### config.mk
export PLATFORM = sky130hd
export DESIGN_NAME = trimmed_mean_window_filter_top
export DESIGN_NICKNAME = d
export VERILOG_FILES = /design/src/hdl/tmwf_pkg.sv /design/src/hdl/tmwf_ctrl.sv /design/src/hdl/tmwf_dp.sv /design/src/hdl/trimmed_mean_window_filter_top.sv
export VERILOG_INCLUDE_DIRS = /design/src /design/src/hdl
export SDC_FILE = /design/constraint.sdc
export NUM_CORES = 2
export LEC_CHECK = 0
export BUFFER_PORTS_ARGS = -buffer_cell sky130_fd_sc_hd__buf_2
export CAP_MARGIN = 10
export CORE_MARGIN = 5
export CORE_UTILIZATION = 50
export DETAILED_ROUTE_END_ITERATION = 7
export PLACE_DENSITY = 0.75
export SYNTH_ARGS = -nofsm -noshare
export SYNTH_HDL_FRONTEND = slang
export SYNTH_HIERARCHICAL = 1
export SYNTH_SLANG_ARGS = --single-unit
### constraint.sdc
create_clock -name i_clk -period 9.9 [get_ports i_clk]
set_input_delay 0.99 -clock i_clk [delete_from_list [all_inputs] [get_ports i_clk]]
set_output_delay 0.99 -clock i_clk [all_outputs]
set_load 0.01 [all_outputs]
### src/hdl/trimmed_mean_window_filter_top_assert.svh
// Assertion macros used by the filter control module.
`ifndef TRIMMED_MEAN_WINDOW_FILTER_TOP_ASSERT_SVH
`define TRIMMED_MEAN_WINDOW_FILTER_TOP_ASSERT_SVH

`ifndef ASSERT_OFF
// Property that must hold at every clock edge outside reset.
`define TMWF_ASSERT_ALWAYS(lbl, clk, rst_n, prop, msg) \
    lbl: assert property (@(posedge clk) disable iff (!rst_n) (prop)) else $error(msg);
// Condition in one cycle implies a consequence in the next.
`define TMWF_ASSERT_NEXT(lbl, clk, rst_n, ante, cons, msg) \
    lbl: assert property (@(posedge clk) disable iff (!rst_n) (ante) |=> (cons)) else $error(msg);
`else
`define TMWF_ASSERT_ALWAYS(lbl, clk, rst_n, prop, msg)
`define TMWF_ASSERT_NEXT(lbl, clk, rst_n, ante, cons, msg)
`endif

`endif

### src/hdl/tmwf_pkg.sv
package tmwf_pkg;

    localparam int WINDOW      = 8;
    localparam int CHANNELS    = 32;
    localparam int SAMPLE_BITS = 12;
    localparam int TRIMMED     = 2;

    localparam int CH_W   = 5;
    localparam int SMP_W  = 12;
    localparam int FILT_W = 12;

    localparam int ROW_W     = WINDOW * SAMPLE_BITS;
    localparam int ROW_IDX_W = (CHANNELS > 1) ? $clog2(CHANNELS) : 1;
    localparam int CH_EXT_W  = (ROW_IDX_W > CH_W) ? ROW_IDX_W : CH_W;
    localparam int WIN_IDX_W = $clog2(WINDOW);
    localparam int SUM_W     = SAMPLE_BITS + $clog2(WINDOW);
    localparam int PROD_W    = 2 * SUM_W + 1;
    localparam int DIV       = WINDOW - TRIMMED;
    // floor(2^SUM_W / DIV): quotient estimate is exact or one low
    localparam logic [SUM_W:0] RECIP = (SUM_W + 1)'((2 ** SUM_W) / DIV);

    typedef struct packed {
        logic [CH_W-1:0]  channel;
        logic [SMP_W-1:0] sample;
    } t_in_item;

    typedef struct packed {
        logic [FILT_W-1:0] filtered;
        logic [CH_W-1:0]   out_channel;
    } t_out_item;

    typedef struct packed {
        logic load;
        logic merge;
        logic scan;
        logic mul;
        logic emit;
    } t_cmd;

    typedef struct packed {
        logic scan_last;
        logic out_free;
    } t_status;

endpackage

### src/hdl/tmwf_ctrl.sv
`include "trimmed_mean_window_filter_top_assert.svh"

module tmwf_ctrl (
    input  logic             i_clk,
    input  logic             i_rst_n,
    input  logic             i_in_valid,
    output logic             o_in_ready,
    input  tmwf_pkg::t_status i_status,
    output tmwf_pkg::t_cmd   o_cmd
);
    import tmwf_pkg::*;

    typedef enum logic [4:0] {
        ST_IDLE = 5'b00001,
        ST_READ = 5'b00010,
        ST_SCAN = 5'b00100,
        ST_MUL  = 5'b01000,
        ST_FIX  = 5'b10000
    } t_state;

    t_state r_state, n_state;
    logic   accept;

    assign o_in_ready = (r_state == ST_IDLE);
    assign accept     = i_in_valid && o_in_ready;

    always_comb begin
        n_state = r_state;
        o_cmd   = '0;
        unique case (r_state)
            ST_IDLE: begin
                if (accept) begin
                    o_cmd.load = 1'b1;
                    n_state    = ST_READ;
                end
            end
            ST_READ: begin
                o_cmd.merge = 1'b1;
                n_state     = ST_SCAN;
            end
            ST_SCAN: begin
                o_cmd.scan = 1'b1;
                if (i_status.scan_last) begin
                    n_state = ST_MUL;
                end
            end
            ST_MUL: begin
                o_cmd.mul = 1'b1;
                n_state   = ST_FIX;
            end
            ST_FIX: begin
                // hold until the output register can take the beat
                if (i_status.out_free) begin
                    o_cmd.emit = 1'b1;
                    n_state    = ST_IDLE;
                end
            end
            default: begin
                n_state = ST_IDLE;
            end
        endcase
    end

    always_ff @(posedge i_clk) begin
        if (!i_rst_n) begin
            r_state <= ST_IDLE;
        end else begin
            r_state <= n_state;
        end
    end

    `TMWF_ASSERT_NEXT(a_accept_reads, i_clk, i_rst_n, accept, r_state == ST_READ, "accepted beat did not start a read")
    `TMWF_ASSERT_NEXT(a_scan_ends, i_clk, i_rst_n, (r_state == ST_SCAN) && i_status.scan_last, r_state == ST_MUL, "scan did not end on last entry")
    `TMWF_ASSERT_NEXT(a_fix_holds, i_clk, i_rst_n, (r_state == ST_FIX) && !i_status.out_free, r_state == ST_FIX, "result dropped while output busy")
    `TMWF_ASSERT_ALWAYS(a_cmd_single, i_clk, i_rst_n, $onehot0(o_cmd), "more than one datapath command")

endmodule

### src/hdl/tmwf_dp.sv
module tmwf_dp (
    input  logic               i_clk,
    input  logic               i_rst_n,
    input  tmwf_pkg::t_cmd     i_cmd,
    output tmwf_pkg::t_status  o_status,
    input  tmwf_pkg::t_in_item i_in_item,
    output logic               o_out_valid,
    input  logic               i_out_ready,
    output tmwf_pkg::t_out_item o_out_item
);
    import tmwf_pkg::*;

    // one row per channel: entry 0 (oldest) in the low bits
    logic [ROW_W-1:0] mem [CHANNELS];
    logic [CHANNELS-1:0] r_vld;

    logic [ROW_W-1:0]       r_rdata;
    logic                   r_rd_vld;
    logic [ROW_IDX_W-1:0]   r_idx;
    logic [CH_W-1:0]        r_ch;
    logic [SAMPLE_BITS-1:0] r_smp;
    logic                   r_inr;

    logic [ROW_W-1:0]       r_row, n_row;
    logic [WIN_IDX_W-1:0]   r_cnt;
    logic [SAMPLE_BITS-1:0] r_min, r_max;
    logic [SUM_W-1:0]       r_sum;

    logic [PROD_W-1:0]      r_prod;
    logic [SUM_W-1:0]       r_trim;
    logic                   r_equal;

    logic                   r_out_valid;
    t_out_item              r_out;

    logic [CH_EXT_W-1:0]    ch_ext;
    logic [ROW_IDX_W-1:0]   idx;
    logic                   in_range;
    logic [SAMPLE_BITS-1:0] entry;
    logic [SUM_W-1:0]       trim;
    logic [SUM_W-1:0]       q_est, q_fix, rem;
    logic [FILT_W-1:0]      filt;

    assign ch_ext   = CH_EXT_W'(i_in_item.channel);
    assign idx      = ch_ext[ROW_IDX_W-1:0];
    assign in_range = 32'(i_in_item.channel) < 32'(CHANNELS);

    // shift the new sample in at the newest end, oldest drops out
    assign n_row = {r_smp, (r_rd_vld ? r_rdata[ROW_W-1:SAMPLE_BITS]
                                     : (ROW_W - SAMPLE_BITS)'(0))};

    assign entry = r_row[r_cnt * SAMPLE_BITS +: SAMPLE_BITS];
    assign trim  = r_sum - SUM_W'(r_min) - SUM_W'(r_max);

    assign q_est = r_prod[SUM_W +: SUM_W];
    assign rem   = r_trim - SUM_W'(q_est * SUM_W'(DIV));
    assign q_fix = (rem >= SUM_W'(DIV)) ? q_est + SUM_W'(1) : q_est;

    always_comb begin
        if (!r_inr) begin
            filt = '0;
        end else if (r_equal) begin
            filt = FILT_W'(r_row[SAMPLE_BITS-1:0]);
        end else begin
            filt = FILT_W'(q_fix);
        end
    end

    always_ff @(posedge i_clk) begin
        if (i_cmd.load) begin
            r_rdata <= mem[idx];
        end
        if (i_cmd.merge && r_inr) begin
            mem[r_idx] <= n_row;
        end
    end

    always_ff @(posedge i_clk) begin
        if (!i_rst_n) begin
            r_vld <= '0;
        end else if (i_cmd.merge && r_inr) begin
            r_vld[r_idx] <= 1'b1;
        end
    end

    always_ff @(posedge i_clk) begin
        if (i_cmd.load) begin
            r_rd_vld <= r_vld[idx];
            r_idx    <= idx;
            r_ch     <= i_in_item.channel;
            r_smp    <= SAMPLE_BITS'(i_in_item.sample);
            r_inr    <= in_range;
        end
        if (i_cmd.merge) begin
            r_row <= n_row;
            r_cnt <= '0;
            r_min <= '1;
            r_max <= '0;
            r_sum <= '0;
        end
        if (i_cmd.scan) begin
            r_cnt <= r_cnt + WIN_IDX_W'(1);
            r_sum <= r_sum + SUM_W'(entry);
            if (entry < r_min) begin
                r_min <= entry;
            end
            if (entry > r_max) begin
                r_max <= entry;
            end
        end
        if (i_cmd.mul) begin
            r_prod  <= PROD_W'(trim) * PROD_W'(RECIP);
            r_trim  <= trim;
            r_equal <= (r_min == r_max);
        end
        if (i_cmd.emit) begin
            r_out.filtered    <= filt;
            r_out.out_channel <= r_ch;
        end
    end

    always_ff @(posedge i_clk) begin
        if (!i_rst_n) begin
            r_out_valid <= 1'b0;
        end else if (i_cmd.emit) begin
            r_out_valid <= 1'b1;
        end else if (i_out_ready) begin
            r_out_valid <= 1'b0;
        end
    end

    assign o_status.scan_last = (r_cnt == WIN_IDX_W'(WINDOW - 1));
    assign o_status.out_free  = !r_out_valid || i_out_ready;
    assign o_out_valid        = r_out_valid;
    assign o_out_item         = r_out;

endmodule

### src/hdl/trimmed_mean_window_filter_top.sv
// A beat is accepted in ST_IDLE, then its channel row is read and written back in ST_READ;
// ST_SCAN visits one window entry per cycle, ST_MUL forms the quotient and ST_FIX registers
// the result once the output is free. No new beat is accepted until the result is emitted.
// Reset: synchronous, active low; every channel window reads as all zeros afterwards
// through per-channel valid flags, with no clearing pass.
module trimmed_mean_window_filter_top (
    input  logic                i_clk,
    input  logic                i_rst_n,
    input  logic                i_in_valid,
    output logic                o_in_ready,
    input  tmwf_pkg::t_in_item  i_in_item,
    output logic                o_out_valid,
    input  logic                i_out_ready,
    output tmwf_pkg::t_out_item o_out_item
);
    import tmwf_pkg::*;

    t_cmd    cmd;
    t_status status;

    tmwf_ctrl u_ctrl (
        .i_clk      (i_clk),
        .i_rst_n    (i_rst_n),
        .i_in_valid (i_in_valid),
        .o_in_ready (o_in_ready),
        .i_status   (status),
        .o_cmd      (cmd)
    );

    tmwf_dp u_dp (
        .i_clk       (i_clk),
        .i_rst_n     (i_rst_n),
        .i_cmd       (cmd),
        .o_status    (status),
        .i_in_item   (i_in_item),
        .o_out_valid (o_out_valid),
        .i_out_ready (i_out_ready),
        .o_out_item  (o_out_item)
    );

endmodule
==> run_results.csv <==
group,metric,value,unit
die,start_util,0.503,
logic_synthesis,synthDominantCellAreaShare,0.740,
logic_synthesis,synth-edff-count,2949,
sta,final.setup.worst_slack,2.32,ns
worst_setup_path,crit_required,10.54,ns
power_and_ir_drop,vdd_drop_max,0.00202,V
power_and_ir_drop,p_switching,15200,uW
worst_setup_path,worstSetupPathType,"flip-flop to flip-flop",
die,rows,179,
sta,hold_viol,0,
clock_tree,clock_path_buffers,4,
logic_synthesis,syn_nets,5515,
power_and_ir_drop,comb_power_share,0.425,
power_and_ir_drop,swShare,0.336,
sta,setup_tns,0,ns
logic_synthesis,syn_area,0.120,mm2
cells_and_area,utilization,0.560,
cells_and_area,regArea,0.0898,mm2
drt,vias,57200,
logic_synthesis,synthFlopType,"edfxtp_1",
power_and_ir_drop,p_clk_frac,0.238,
logic_synthesis,synth.avg_cell_area,22.7,um2
clock_tree,worstSkewPairLatency,0.95,ns
logic_synthesis,synth-seq-cells,3011,
sta,rsz0062_at_grt,"no",
logic_synthesis,synth_top_area_cell,"edfxtp_1",
global_routing,grt_pass1_vias,58000,
drt,wl,292,mm
drt,via_per_inst,6.46,
worst_setup_path,cp_slowest_cell,"fa_1",
sta,worst_slew_pin_slew,1.15,ns
place,gp_congestion,0.857,
logic_synthesis,yosysWarnings,6,
cells_and_area,layout.nets,5714,
clock_tree,cts_hold_buf,0,
global_routing,overflow,0,
power_and_ir_drop,power.density,339,mW/mm2
run_status,outcome,"finished, final reports clean",
clock_tree,cts_num_sinks,3011,
cells_and_area,final_common_cell,"edfxtp_1",
worst_setup_path,critical-path-top-cell-by-count,"inv_1",
clock_tree,cts_resized,0,
die,fp.dieW,499,um
power_and_ir_drop,leakage,0.0427,uW
logic_synthesis,netlist_instances,5271,
global_routing,antenna_found_initial,8,
worst_setup_path,critPathArrivalTime,8.21,ns
logic_synthesis,synth.distinct_cells,69,
global_routing,grt_pass1_wl,421,mm
worst_setup_path,rrSetupSlack,2.32,ns
worst_setup_path,critPathCaptureType,"flip-flop",
sta,min_period,7.58,ns
worst_setup_path,startpoint_type,"flip-flop",
global_routing,grtUsageTotal,0.234,
clock_tree,cts_buffers,305,
sta,finClkSkew,0.0873,ns
clock_tree,postCtsSetupRepairBufs,0,
die,die_area,0.249,mm2
sta,finalCritPeriodShare,0.765,
worst_setup_path,rr_startpoint,"u_dp/r_min[0]",
place,portBuffers,39,
drt,drtPass1Iterations,5,
cells_and_area,fillers,16700,
cells_and_area,drive_gt1_frac,0.268,
die,die_y,499,um
logic_synthesis,ys_seq_area_frac,0.751,
clock_tree,cts_root_buf,"clkbuf_16",
cells_and_area,area_growth,11.5,%
logic_synthesis,synth.area.top_cells,"edfxtp_1 (74%), mux4_2 (16%), ha_1 (1.7%), dfxtp_1 (1.0%), fa_1 (1.0%)",
drt,wl_per_cell,33.0,um
min_path,hp-start,"i_in_item[10]",
clock_tree,htreeDepth,5,
flow_run,max_cap_violations,0,
sta,setup_violations,0,
power_and_ir_drop,internal_power,30000,uW
sta,maxSlewViolCount,0,
min_path,hold_path_class,"primary input to flip-flop",
die,coreArea,0.238,mm2
drt,drcViolationCount,0,
drt,drtIter0Drc,7552,
die,io-pin-count,40,
worst_setup_path,slowest_delay,0.56,ns
place,pre_cts_slack,2.34,ns
worst_setup_path,cp_max_fo,7,
cells_and_area,multi_input_area,0.0287,mm2
power_and_ir_drop,power,45200,uW
logic_synthesis,synthArstFlopShare,0,
power_and_ir_drop,seq_power_share,0.337,
clock_tree,clkTransAtPathRegs,0.06,ns
place,dp_hpwl,130,mm
sta,relSlewSlack,0.233,
worst_setup_path,cp-startpoint,"u_dp/r_min[0]",
sta,fmax,132,MHz
cells_and_area,layout_common_cells,"edfxtp_1 (2949), mux4_2 (874), clkbuf_16 (315)",
global_routing,grt_max_degree,135,
clock_tree,cts_tree,"yes",
drt,antenna_left,0,
critical path: cells and delay by family, from the launching register on:
family                     cells  cell delay (ns)
adders and majority gates      8             3.16
AOI/OAI and AO/OA              9             2.35
and+or+nand+nor                5             0.69
xor gates and xnor gates       2             0.43
buffers and inverters          6             0.36
DFF                            1             0.34
synthesized netlist by cell type (23+ instances only):
cell type,count
mux2i_1,40
nand2_1,38
buf_1,33
fa_1,62
a21oi_1,37
nand2b_1,23
o21a_1,42
ha_1,161
mux2_2,89
edfxtp_1,2949
dfxtp_1,62
xnor2_1,44
o21ai_0,43
and2_1,101
mux4_2,874
clkbuf_1,196
inv_1,143
nor2_1,92
cells by family after synthesis:
| logic type | after synthesis | share of synthesized area |
|---|---|---|
| simple gates | 373 | 0.0167 |
| mux | 1004 | 0.176 |
| fa+ha+maj | 223 | 0.0272 |
| compound gates | 216 | 0.0122 |
| buf+inv | 378 | 0.0120 |
| xor+xnor | 66 | 0.00489 |
| flops | 3011 | 0.751 |
power groups by stage:
| stage | clock network, uW | logic (uW) | registers, uW |
|---|---|---|---|
| final | 10800 | 19200 | 15200 |
| after global placement | 0 | 19000 | 15500 |
| after global routing | 11500 | 21700 | 15200 |
| after detailed placement | 0 | 19200 | 15500 |
| after CTS | 10900 | 19400 | 15300 |
| after floorplan | 0 | 15600 | 15500 |
state kept, by name, summed over array words and instances, names as in the netlist:
signal            cells
u_ctrl/r_state        5
u_dp/mem           2688
u_dp/o_out_item      17
u_dp/o_out_valid      1
u_dp/r_ch             5
u_dp/r_cnt            3
u_dp/r_equal          1
u_dp/r_max           12
u_dp/r_min           12
u_dp/r_prod          13
u_dp/r_rd_vld         1
u_dp/r_rdata         84
u_dp/r_row           96
u_dp/r_smp           12
u_dp/r_sum           15
u_dp/r_trim          14
u_dp/r_vld           32
worst paths after layout:
path / cells past startpoint / end
min: 1 / u_dp/r_smp[10]
min reg2reg: 1 / u_dp/r_vld[12]
max reg2reg: 30 / u_dp/r_prod[22]
max: 30 / u_dp/r_prod[22]
layer usage:
metal	part of all wire	track usage
met3	0.11	0.0481
met2	0.50	0.385
met5	0	0
met4	0.031	0.0674
met1	0.36	0.322
final cells by class:
type | instances | area share
timing repair buffer | 127 | 0.00997
clock buffer | 385 | 0.0614
tap | 3167 | 0.0297
clock inverter | 134 | 0.00713
antenna | 1 | 0.0000188
sequential | 3011 | 0.673
multi-input combinational | 1882 | 0.215
inverter | 143 | 0.00402
through the flow:
stage          std cells  hold WS (ns)  area [um2]
2_1_floorplan       5271         0.435      120000
3_3_place_gp        8328         0.442      124000
3_5_place_dp        8330         0.452      124000
4_1_cts             8849         0.164      133000
5_1_grt             8850         0.194      133000
6_report            8850         0.225      133000
(Power assumes the default switching activity.)
